## src/rtl/core/pdtd_pkg.sv

```systemverilog
// Shared types and constants for the PWM duty temperature decoder.
// Holds the sequencer state type, the command and status structs and
// the fixed-point temperature constants. No dependencies.
package pdtd_pkg;

  // Sequencer states
  typedef enum logic [3:0] {
    ST_IDLE,
    ST_LOAD_DUTY,
    ST_DIV_DUTY,
    ST_RING_UPD,
    ST_LOAD_AVG,
    ST_MUL_SQ,
    ST_MUL_SCALE,
    ST_FINISH
  } pdtd_state_t;

  // Commands from the controller to the datapath
  typedef struct packed {
    logic fall_take;     // record a falling edge time
    logic rise_take;     // record a rising edge, capture period and on time
    logic div_load_duty; // load divider with on / period
    logic div_load_avg;  // form sum / window by reciprocal multiply
    logic div_step;      // one restoring division step
    logic ram_rd;        // read ring entry at current position
    logic ring_upd;      // replace ring entry, update running sum
    logic mul_sq;        // capture average, square and linear product
    logic mul_scale;     // scale square by quadratic coefficient
    logic out_load;      // load result registers
  } pdtd_cmd_t;

  // Status from the datapath to the controller
  typedef struct packed {
    logic period_zero;   // incoming rising edge gives a zero period
    logic div_busy;      // divider still has steps to do
  } pdtd_sts_t;

  // Width of the timer, the duty ratio and the temperature
  localparam int TS_W   = 32;
  localparam int DUTY_W = 16;
  localparam int TEMP_W = 15;

  // Quadratic formula, scaled by 2^32:
  //   -143*a^2 + 21456*a*2^16 - 6860*2^32, rounded by adding 2^31
  localparam logic [7:0]         QUAD_A   = 8'd143;
  localparam logic [DUTY_W-1:0]  QUAD_B   = 16'd21456;
  localparam logic signed [49:0] QUAD_C   = 50'sd6860 <<< 32;
  localparam logic signed [49:0] QUAD_RND = 50'sd1 <<< 31;

  // Linear formula, scaled by 2^17: 42554*a - 13617*2^16, rounded by 2^16
  localparam logic [DUTY_W-1:0]  LIN_B    = 16'd42554;
  localparam logic signed [33:0] LIN_C    = 34'sd13617 <<< 16;
  localparam logic signed [33:0] LIN_RND  = 34'sd1 <<< 16;

  localparam logic [DUTY_W-1:0]  DUTY_MAX = '1;

endpackage

```

## src/rtl/core/pdtd_ram.sv

```systemverilog
// Generic single-port-write, single-port-read RAM with registered read.
// Used for the duty ring. No dependencies.
module pdtd_ram #(
  parameter int WIDTH = 16,
  parameter int DEPTH = 8,
  parameter int AW    = (DEPTH > 1) ? $clog2(DEPTH) : 1
) (
  input  logic             clk,
  input  logic             wr_en,
  input  logic [AW-1:0]    wr_addr,
  input  logic [WIDTH-1:0] wr_data,
  input  logic             rd_en,
  input  logic [AW-1:0]    rd_addr,
  output logic [WIDTH-1:0] rd_data
);

  logic [WIDTH-1:0] mem_r [DEPTH];
  logic [WIDTH-1:0] rd_data_r;

  // Write port and registered read port
  always_ff @(posedge clk) begin
    if (wr_en) begin
      mem_r[wr_addr] <= wr_data;
    end
    if (rd_en) begin
      rd_data_r <= mem_r[rd_addr];
    end
  end

  assign rd_data = rd_data_r;

endmodule

```

## src/rtl/core/pdtd_ctrl.sv

```systemverilog
// Sequencer for the PWM duty temperature decoder.
// Steps the datapath through division, ring update and temperature math.
// Depends on pdtd_pkg.
module pdtd_ctrl
  import pdtd_pkg::*;
(
  input  logic      clk,
  input  logic      rst_n,
  input  logic      in_valid,
  output logic      in_ready,
  input  logic      in_edge_rising,
  output logic      out_valid,
  input  logic      out_ready,
  input  pdtd_sts_t sts,
  output pdtd_cmd_t cmd
);

  pdtd_state_t state_r, state_nxt;
  logic        out_valid_r, out_valid_nxt;

  // State and result-valid registers
  always_ff @(posedge clk) begin
    if (!rst_n) begin
      state_r     <= ST_IDLE;
      out_valid_r <= 1'b0;
    end else begin
      state_r     <= state_nxt;
      out_valid_r <= out_valid_nxt;
    end
  end

  // Next state and commands
  always_comb begin
    state_nxt = state_r;
    cmd       = '0;
    in_ready  = 1'b0;
    unique case (state_r)
      ST_IDLE: begin
        in_ready = 1'b1;
        if (in_valid) begin
          if (in_edge_rising) begin
            cmd.rise_take = 1'b1;
            if (!sts.period_zero) begin
              state_nxt = ST_LOAD_DUTY;
            end
          end else begin
            cmd.fall_take = 1'b1;
          end
        end
      end
      ST_LOAD_DUTY: begin
        cmd.div_load_duty = 1'b1;
        cmd.ram_rd        = 1'b1;
        state_nxt         = ST_DIV_DUTY;
      end
      ST_DIV_DUTY: begin
        if (sts.div_busy) begin
          cmd.div_step = 1'b1;
        end else begin
          state_nxt = ST_RING_UPD;
        end
      end
      ST_RING_UPD: begin
        cmd.ring_upd = 1'b1;
        state_nxt    = ST_LOAD_AVG;
      end
      ST_LOAD_AVG: begin
        cmd.div_load_avg = 1'b1;
        state_nxt        = ST_MUL_SQ;
      end
      ST_MUL_SQ: begin
        cmd.mul_sq = 1'b1;
        state_nxt  = ST_MUL_SCALE;
      end
      ST_MUL_SCALE: begin
        cmd.mul_scale = 1'b1;
        state_nxt     = ST_FINISH;
      end
      ST_FINISH: begin
        // hold until the result slot is free
        if (!out_valid_r || out_ready) begin
          cmd.out_load = 1'b1;
          state_nxt    = ST_IDLE;
        end
      end
      default: begin
        state_nxt = ST_IDLE;
      end
    endcase
  end

  // Result slot: set on load, drop on transfer
  always_comb begin
    out_valid_nxt = out_valid_r;
    if (cmd.out_load) begin
      out_valid_nxt = 1'b1;
    end else if (out_ready) begin
      out_valid_nxt = 1'b0;
    end
  end

  assign out_valid = out_valid_r;

  // A result is only loaded into a free slot
  a_load_free: assert property (@(posedge clk) disable iff (!rst_n)
    cmd.out_load |-> (!out_valid_r || out_ready))
    else $error("result loaded over a pending transfer");

  // A new result only appears after the finish step
  a_valid_from_finish: assert property (@(posedge clk) disable iff (!rst_n)
    (!$past(out_valid_r) && out_valid_r) |-> ($past(state_r) == ST_FINISH))
    else $error("result valid raised outside finish");

  // No division step without pending steps
  a_step_busy: assert property (@(posedge clk) disable iff (!rst_n)
    cmd.div_step |-> sts.div_busy)
    else $error("division step with no steps left");

endmodule

```

## src/rtl/core/pdtd_dpath.sv

```systemverilog
// Datapath for the PWM duty temperature decoder: edge times, serial
// divider, duty ring with running sum, temperature polynomial, results.
// Depends on pdtd_pkg and pdtd_ram.
module pdtd_dpath
  import pdtd_pkg::*;
#(
  parameter int WINDOW_LEN = 8
) (
  input  logic                     clk,
  input  logic                     rst_n,
  input  logic [TS_W-1:0]          in_timestamp,
  input  logic                     cfg_valid,
  output logic                     cfg_ready,
  input  logic                     cfg_quadratic_mode,
  input  pdtd_cmd_t                cmd,
  output pdtd_sts_t                sts,
  output logic [TS_W-1:0]          out_period_ticks,
  output logic [DUTY_W-1:0]        out_duty_raw,
  output logic [DUTY_W-1:0]        out_duty_average,
  output logic signed [TEMP_W-1:0] out_temperature_centi
);

  localparam int SUM_W = $clog2(WINDOW_LEN * 65535 + 1);
  localparam int PTR_W = (WINDOW_LEN > 1) ? $clog2(WINDOW_LEN) : 1;
  localparam int CNT_W = $clog2(DUTY_W + 1);
  localparam logic [SUM_W-1:0] SUM_MAX = SUM_W'(WINDOW_LEN * 65535);
  // Average by reciprocal: floor(sum * ceil(2^SH / W) / 2^SH) is exact
  // for every sum below 2^SUM_W when SH = SUM_W + ceil(log2(W))
  localparam int AVG_L  = $clog2(WINDOW_LEN);
  localparam int AVG_SH = SUM_W + AVG_L;
  localparam logic [SUM_W:0] AVG_M =
    (SUM_W+1)'(((longint'(1) <<< AVG_SH) + WINDOW_LEN - 1) / WINDOW_LEN);

  // Edge times and per-period values
  logic [TS_W-1:0]   rise_r, fall_r, period_r, on_r;
  logic              quad_r;
  // Serial divider
  logic [TS_W-1:0]   rem_r, divisor_r;
  logic [SUM_W-1:0]  dvd_r;
  logic [CNT_W-1:0]  cnt_r;
  logic              sat_r;
  logic [TS_W:0]     rem_shift;
  logic              q_bit;
  logic [2*SUM_W:0]  avg_prod;
  // Ring
  logic [PTR_W-1:0]  pos_r;
  logic              full_r;
  logic [SUM_W-1:0]  sum_r;
  logic [DUTY_W-1:0] old_duty, duty_val, duty_r;
  logic [DUTY_W-1:0] ram_rd_data;
  // Temperature
  logic [DUTY_W-1:0] avg_r;
  logic [31:0]       sq_r, lin_r;
  logic [39:0]       scaled_r;
  logic [DUTY_W-1:0] coef;
  logic signed [49:0] quad_x;
  logic signed [33:0] lin_x;
  logic [TEMP_W-1:0]  temp_val;
  // Results
  logic [TS_W-1:0]          res_period_r;
  logic [DUTY_W-1:0]        res_duty_r, res_avg_r;
  logic signed [TEMP_W-1:0] res_temp_r;

  // Configuration register, always ready
  assign cfg_ready = 1'b1;

  always_ff @(posedge clk) begin
    if (!rst_n) begin
      quad_r <= 1'b1;
    end else if (cfg_valid) begin
      quad_r <= cfg_quadratic_mode;
    end
  end

  // Edge times; period and on time use the previous rise
  always_ff @(posedge clk) begin
    if (!rst_n) begin
      rise_r <= '0;
      fall_r <= '0;
    end else begin
      if (cmd.fall_take) begin
        fall_r <= in_timestamp;
      end
      if (cmd.rise_take) begin
        rise_r <= in_timestamp;
      end
    end
  end

  always_ff @(posedge clk) begin
    if (cmd.rise_take) begin
      period_r <= in_timestamp - rise_r;
      on_r     <= fall_r - rise_r;
    end
  end

  assign sts.period_zero = (in_timestamp == rise_r);
  assign sts.div_busy    = (cnt_r != '0);

  // Restoring division, one quotient bit per step
  assign rem_shift = {rem_r, dvd_r[SUM_W-1]};
  assign q_bit     = (rem_shift >= {1'b0, divisor_r});
  assign avg_prod  = sum_r * AVG_M;

  always_ff @(posedge clk) begin
    if (!rst_n) begin
      cnt_r <= '0;
    end else if (cmd.div_load_duty) begin
      cnt_r <= CNT_W'(DUTY_W);
    end else if (cmd.div_step) begin
      cnt_r <= cnt_r - 1'b1;
    end
  end

  always_ff @(posedge clk) begin
    if (cmd.div_load_duty) begin
      // on >= period saturates; start from zero then so the remainder stays small
      sat_r     <= (on_r >= period_r);
      rem_r     <= (on_r >= period_r) ? '0 : on_r;
      dvd_r     <= '0;
      divisor_r <= period_r;
    end else if (cmd.div_load_avg) begin
      dvd_r <= SUM_W'(avg_prod >> AVG_SH);
    end else if (cmd.div_step) begin
      rem_r <= q_bit ? TS_W'(rem_shift - {1'b0, divisor_r}) : rem_shift[TS_W-1:0];
      dvd_r <= {dvd_r[SUM_W-2:0], q_bit};
    end
  end

  // Duty ring storage
  pdtd_ram #(
    .WIDTH (DUTY_W),
    .DEPTH (WINDOW_LEN),
    .AW    (PTR_W)
  ) u_ring (
    .clk     (clk),
    .wr_en   (cmd.ring_upd),
    .wr_addr (pos_r),
    .wr_data (duty_val),
    .rd_en   (cmd.ram_rd),
    .rd_addr (pos_r),
    .rd_data (ram_rd_data)
  );

  // Entries are written in order, so the slot at pos_r holds data once wrapped
  assign old_duty = full_r ? ram_rd_data : '0;
  assign duty_val = sat_r ? DUTY_MAX : dvd_r[DUTY_W-1:0];

  always_ff @(posedge clk) begin
    if (!rst_n) begin
      pos_r  <= '0;
      full_r <= 1'b0;
      sum_r  <= '0;
    end else if (cmd.ring_upd) begin
      sum_r <= sum_r - SUM_W'(old_duty) + SUM_W'(duty_val);
      if (pos_r == PTR_W'(WINDOW_LEN - 1)) begin
        pos_r  <= '0;
        full_r <= 1'b1;
      end else begin
        pos_r <= pos_r + 1'b1;
      end
    end
  end

  always_ff @(posedge clk) begin
    if (cmd.ring_upd) begin
      duty_r <= duty_val;
    end
  end

  // Temperature: square and linear term, then scaled square
  assign coef = quad_r ? QUAD_B : LIN_B;

  always_ff @(posedge clk) begin
    if (cmd.mul_sq) begin
      avg_r <= dvd_r[DUTY_W-1:0];
      sq_r  <= dvd_r[DUTY_W-1:0] * dvd_r[DUTY_W-1:0];
      lin_r <= dvd_r[DUTY_W-1:0] * coef;
    end
    if (cmd.mul_scale) begin
      scaled_r <= sq_r * QUAD_A;
    end
  end

  // Round and drop the scale factor
  assign quad_x = $signed({2'b00, lin_r, 16'h0000}) - $signed({10'd0, scaled_r})
                  - QUAD_C + QUAD_RND;
  assign lin_x  = $signed({2'b00, lin_r}) - LIN_C + LIN_RND;
  assign temp_val = quad_r ? quad_x[46:32] : lin_x[31:17];

  // Result registers
  always_ff @(posedge clk) begin
    if (cmd.out_load) begin
      res_period_r <= period_r;
      res_duty_r   <= duty_r;
      res_avg_r    <= avg_r;
      res_temp_r   <= $signed(temp_val);
    end
  end

  assign out_period_ticks      = res_period_r;
  assign out_duty_raw          = res_duty_r;
  assign out_duty_average      = res_avg_r;
  assign out_temperature_centi = res_temp_r;

  // Division remainder stays below the divisor while steps remain
  a_rem_bound: assert property (@(posedge clk) disable iff (!rst_n)
    (cnt_r != '0) |-> (rem_r < divisor_r))
    else $error("divider remainder out of range");

  // The ring position advances on every ring update
  a_pos_adv: assert property (@(posedge clk) disable iff (!rst_n)
    cmd.ring_upd |=> (pos_r == (($past(pos_r) == PTR_W'(WINDOW_LEN - 1)) ? '0
                                : $past(pos_r) + 1'b1)))
    else $error("ring position did not advance");

  // The running sum never exceeds a window of saturated entries
  a_sum_range: assert property (@(posedge clk) disable iff (!rst_n)
    sum_r <= SUM_MAX)
    else $error("running duty sum out of range");

endmodule

```

## src/rtl/core/pwm_duty_temperature_decoder.sv

```systemverilog
// PWM duty temperature decoder: takes sensor edge events (polarity and a
// 32-bit timer capture) and returns period, duty, averaged duty and
// temperature in centidegrees for every rising edge with a nonzero period.
// A falling edge, or a rising edge with a zero period, is taken in idle
// and gives no result. A rising edge with a result occupies the block for
// the transfer, setup, the serial restoring divider that forms the duty
// ratio (16 steps and one to finish), the ring update, averaging by
// reciprocal multiply, the two temperature multiplies and the result load
// before the next edge can be taken. The result is valid from the
// cycle the block returns to idle. A finished result waits in an output
// register while the next edge is taken; the final step holds only while an
// earlier result is still waiting. quadratic_mode resets to 1 and selects
// the quadratic formula.
// Instantiates pdtd_ctrl and pdtd_dpath; depends on pdtd_pkg.
module pwm_duty_temperature_decoder
  import pdtd_pkg::*;
#(
  parameter int WINDOW_LEN = 8
) (
  input  logic                     clk,
  input  logic                     rst_n,
  input  logic                     in_valid,
  output logic                     in_ready,
  input  logic                     in_edge_rising,
  input  logic [TS_W-1:0]          in_timestamp,
  output logic                     out_valid,
  input  logic                     out_ready,
  output logic [TS_W-1:0]          out_period_ticks,
  output logic [DUTY_W-1:0]        out_duty_raw,
  output logic [DUTY_W-1:0]        out_duty_average,
  output logic signed [TEMP_W-1:0] out_temperature_centi,
  input  logic                     cfg_valid,
  output logic                     cfg_ready,
  input  logic                     cfg_quadratic_mode
);

  pdtd_cmd_t cmd;
  pdtd_sts_t sts;

  pdtd_ctrl u_ctrl (
    .clk            (clk),
    .rst_n          (rst_n),
    .in_valid       (in_valid),
    .in_ready       (in_ready),
    .in_edge_rising (in_edge_rising),
    .out_valid      (out_valid),
    .out_ready      (out_ready),
    .sts            (sts),
    .cmd            (cmd)
  );

  pdtd_dpath #(
    .WINDOW_LEN (WINDOW_LEN)
  ) u_dpath (
    .clk                   (clk),
    .rst_n                 (rst_n),
    .in_timestamp          (in_timestamp),
    .cfg_valid             (cfg_valid),
    .cfg_ready             (cfg_ready),
    .cfg_quadratic_mode    (cfg_quadratic_mode),
    .cmd                   (cmd),
    .sts                   (sts),
    .out_period_ticks      (out_period_ticks),
    .out_duty_raw          (out_duty_raw),
    .out_duty_average      (out_duty_average),
    .out_temperature_centi (out_temperature_centi)
  );

endmodule

```

## config.mk

```make
export PLATFORM = sky130hd
export DESIGN_NAME = pwm_duty_temperature_decoder
export DESIGN_NICKNAME = d
export VERILOG_FILES = /design/src/rtl/core/pdtd_pkg.sv /design/src/rtl/core/pdtd_ram.sv /design/src/rtl/core/pdtd_ctrl.sv /design/src/rtl/core/pdtd_dpath.sv /design/src/rtl/core/pwm_duty_temperature_decoder.sv
export SDC_FILE = /design/constraint.sdc
export NUM_CORES = 2
export LEC_CHECK = 0
export ABC_AREA = 0
export BUFFER_PORTS_ARGS = -buffer_cell sky130_fd_sc_hd__buf_2
export CAP_MARGIN = 20
export CORE_MARGIN = 4
export CORE_UTILIZATION = 65
export CTS_CLUSTER_DIAMETER = 120
export CTS_CLUSTER_SIZE = 10
export DETAILED_ROUTE_END_ITERATION = 7
export PLACE_DENSITY = 0.88
export SLEW_MARGIN = 10
export SYNTH_ARGS = -nofsm -noshare
export SYNTH_HDL_FRONTEND = slang
export SYNTH_HIERARCHICAL = 1
export SYNTH_SLANG_ARGS = --single-unit
```

## constraint.sdc

```tcl
create_clock -name clk -period 15.5 [get_ports clk]
set_clock_uncertainty 0.15 [all_clocks]
set_input_delay 0 -clock clk [delete_from_list [all_inputs] [get_ports clk]]
set_output_delay 0 -clock clk [all_outputs]
set_load 0.03 [all_outputs]
```

==> flow_metrics.env <==
export IMPL_slew_violations=0
export IMPL_antenna_found_initial=1
export IMPL_setup_violations_final=0
export IMPL_grt_util_met3_pct=4.20
export IMPL_routed_via_density=5.94
export IMPL_placed_cell_area_mm2=0.0498
export IMPL_critPathKind="reg2reg"
export IMPL_dr_total_vias=33266
export IMPL_endpoint_kind="flip-flop"
export IMPL_die_h_um=280
export IMPL_drc=32
export IMPL_seq_area_frac_synth_pct=34.9
export IMPL_fmax_mhz=137
export IMPL_critPathMaxFanout=18
export IMPL_grt_max_degree=104
export IMPL_synthFlopType="edfxtp_1"
export IMPL_cts_buffer_depth=3
export IMPL_netlist_instances=4435
export IMPL_violations="design-rule violations"
export IMPL_cap_violations=0
export IMPL_power_w=0.00689
export IMPL_syn_to_final_growth_pct=8.63
export IMPL_routed_wl_mm=112
export IMPL_grtUsageTotal_pct=28.8
export IMPL_firstDrtPassIters=8
export IMPL_wire_per_inst_um=20.1
export IMPL_fin_util_pct=71.5
export IMPL_fin_crit_ns=7.28
export IMPL_yosysUniqueCellTypes=96
export IMPL_place_gp_congestion=0.940
export IMPL_initial_core_util_pct=65.8
export IMPL_powerDensity_mw_per_mm2=131
export IMPL_grt_pass1_vias=35075
export IMPL_p_leak_nw=24.4
export IMPL_die_w_um=280
export IMPL_cp_required_ns=15.72
export IMPL_cts_buffers=69
export IMPL_grt_pass1_wl_mm=180
export IMPL_grt_most_used_layer="met2"
export IMPL_dpl_hpwl_mm=82.6
export IMPL_core_area_mm2=0.0733
export IMPL_layout_common_cells="inv_1 (866), ha_1 (551), edfxtp_1 (484), fa_1 (388), nand2_1 (226)"
export IMPL_cts_tree="built"
export IMPL_final_common_cell="inv_1"
export IMPL_clock_latency_ns=0.63
export IMPL_setup_tns_ns=0
export IMPL_synth_edff_count=484
export IMPL_max_stage_delay_ns=0.87
export IMPL_antenna_cells=0
export IMPL_syn_area_mm2=0.0483
export IMPL_cts_sinks=600
export IMPL_finalHoldViolCount=0
export IMPL_finalCritPeriodShare_pct=47.0
export IMPL_async_reset_ff_share_pct=0
export IMPL_ir_drop_mv=0.255
export IMPL_port_buffers=119
export IMPL_rsz0062_at_grt="no"
export IMPL_crit_family="adder cells"
export IMPL_pin_count=121
export IMPL_critical_path_slowest_cell="dfxtp_1"
export IMPL_cts_root_buf="clkbuf_16"
export IMPL_layout_drive_gt1_share_pct=6.87
export IMPL_cp_arrival_ns=7.51
export IMPL_path_clk_slew_ns=0.06
export IMPL_dp_slack_ns=8.25
export IMPL_crit_buf_inv=7
export IMPL_start_kind="flip-flop"
export IMPL_nets=5571
export IMPL_grt_met2_usage_pct=50.4
export IMPL_overflow=0
export IMPL_dieArea_mm2=0.0787
export IMPL_grtUsageMet1_pct=34.4
export IMPL_drt_iter0_drc=2664
export IMPL_crit_top_cell="inv_1"
export IMPL_placementRows=99
export IMPL_hold_path_class="in2reg"
export IMPL_ys_ff_latch=600
export IMPL_cts_max_level=3
export IMPL_tightest_slew_ns=1.22
export IMPL_fin_ws_ns=8.22
export IMPL_ant_nets=0
export IMPL_status="finished with violations"
export IMPL_slew_headroom_pct=18.6
export IMPL_avgSynthCellArea_um2=10.9
export IMPL_synth_warning_count=6
export IMPL_final_area_mm2=0.0524
## final timing paths
check | startpoint | end | slack, ns | depth (start not counted)
max | u_dpath/dvd_r[10] | u_dpath/sq_r[29] | 8.22 | 25
max reg2reg | u_dpath/dvd_r[10] | u_dpath/sq_r[29] | 8.22 | 25
min | in_timestamp[11] | u_dpath/rise_r[11] | 0.05 | 4
min reg2reg | u_dpath/duty_r[13] | u_dpath/out_duty_raw[13] | 0.27 | 0
## synthesized netlist by cell type, drive strengths merged, types with 31 or more instances
cell | count | area (um^2)
nor3 | 57 | 285
ha | 551 | 6890
xnor2 | 153 | 1340
nor2 | 178 | 668
mux4 | 32 | 826
a211oi | 42 | 325
xor2 | 43 | 377
a21o | 94 | 707
nor2b | 118 | 746
edfxtp | 484 | 14500
inv | 867 | 3250
nand2b | 43 | 269
mux2i | 114 | 1140
o21ai | 104 | 521
dfxtp | 116 | 2320
nand3 | 48 | 240
nand2 | 226 | 848
clkbuf | 87 | 328
a21oi | 173 | 877
o21a | 46 | 345
fa | 388 | 7770
buf | 31 | 209
and2 | 54 | 338
## report_power, final
group          leakage (nW)  internal [W]  switching, W
sequential             5.34       0.00197     0.0000879
combinational          18.1       0.00139       0.00192
clock                 0.970      0.000846      0.000678
total                  24.4       0.00420       0.00269
## layout make-up
cell class,instances,area (um^2)
Clock buffer,114,1900
Clock inverter,7,165
Fill cell,4782,20900
Inverter,869,3260
Multi-Input combinational cell,2864,27700
Sequential cell,600,16900
Tap cell,959,1200
Timing Repair Buffer,189,1300
## logic make-up after synthesis
kind of cell    after synthesis  share of synthesized area [%]
buf+inv                     987                           7.87
fa+ha+maj                   939                           30.4
simple gates                871                           9.20
compound gates              675                           9.53
flops                       600                           34.9
xor+xnor                    196                           3.56
mux                         165                           4.52
other cells                   2                         0.0156
## registers in the layout, summed over array words and instances (netlist names), 15 cells and up
name	flops
u_dpath/avg_r	16
u_dpath/divisor_r	32
u_dpath/duty_r	16
u_dpath/dvd_r	19
u_dpath/fall_r	32
u_dpath/lin_r	31
u_dpath/on_r	32
u_dpath/out_duty_average	16
u_dpath/out_duty_raw	16
u_dpath/out_period_ticks	32
u_dpath/out_temperature_centi	15
u_dpath/period_r	32
u_dpath/rem_r	32
u_dpath/rise_r	32
u_dpath/scaled_r	39
u_dpath/sq_r	30
u_dpath/sum_r	19
u_dpath/u_ring/mem_r	128
u_dpath/u_ring/rd_data	16
## metal layers
metal	vias to the layer above	share of wire, %
met2	1415	50
met4	0	6.3
met1	16118	37
met3	431	6.6
met5	-	0
li1	15302	-
## timing repair
item	4_1_cts	5_1_grt
hold endpoints to repair	101	0
gates resized for setup	0	0
buffers inserted	0	0
hold buffers	42	0
## per-stage QoR
| step | cells | hold WS [ns] |
|---|---|---|
| after floorplan | 4451 | -0.0216 |
| after global placement | 5433 | 0.0742 |
| after detailed placement | 5433 | 0.0807 |
| after CTS | 5596 | 0.0243 |
| after global routing | 5602 | 0.0617 |
| final | 5602 | 0.0534 |
## tightest hold or removal path, cell delays in order
cell and delay (ns):
dlygate4sd3_1 0.51, buf_2 0.12, mux2i_1 0.07, nor2b_1 0.10
No activity file was read; power rests on OpenSTA's default activity.
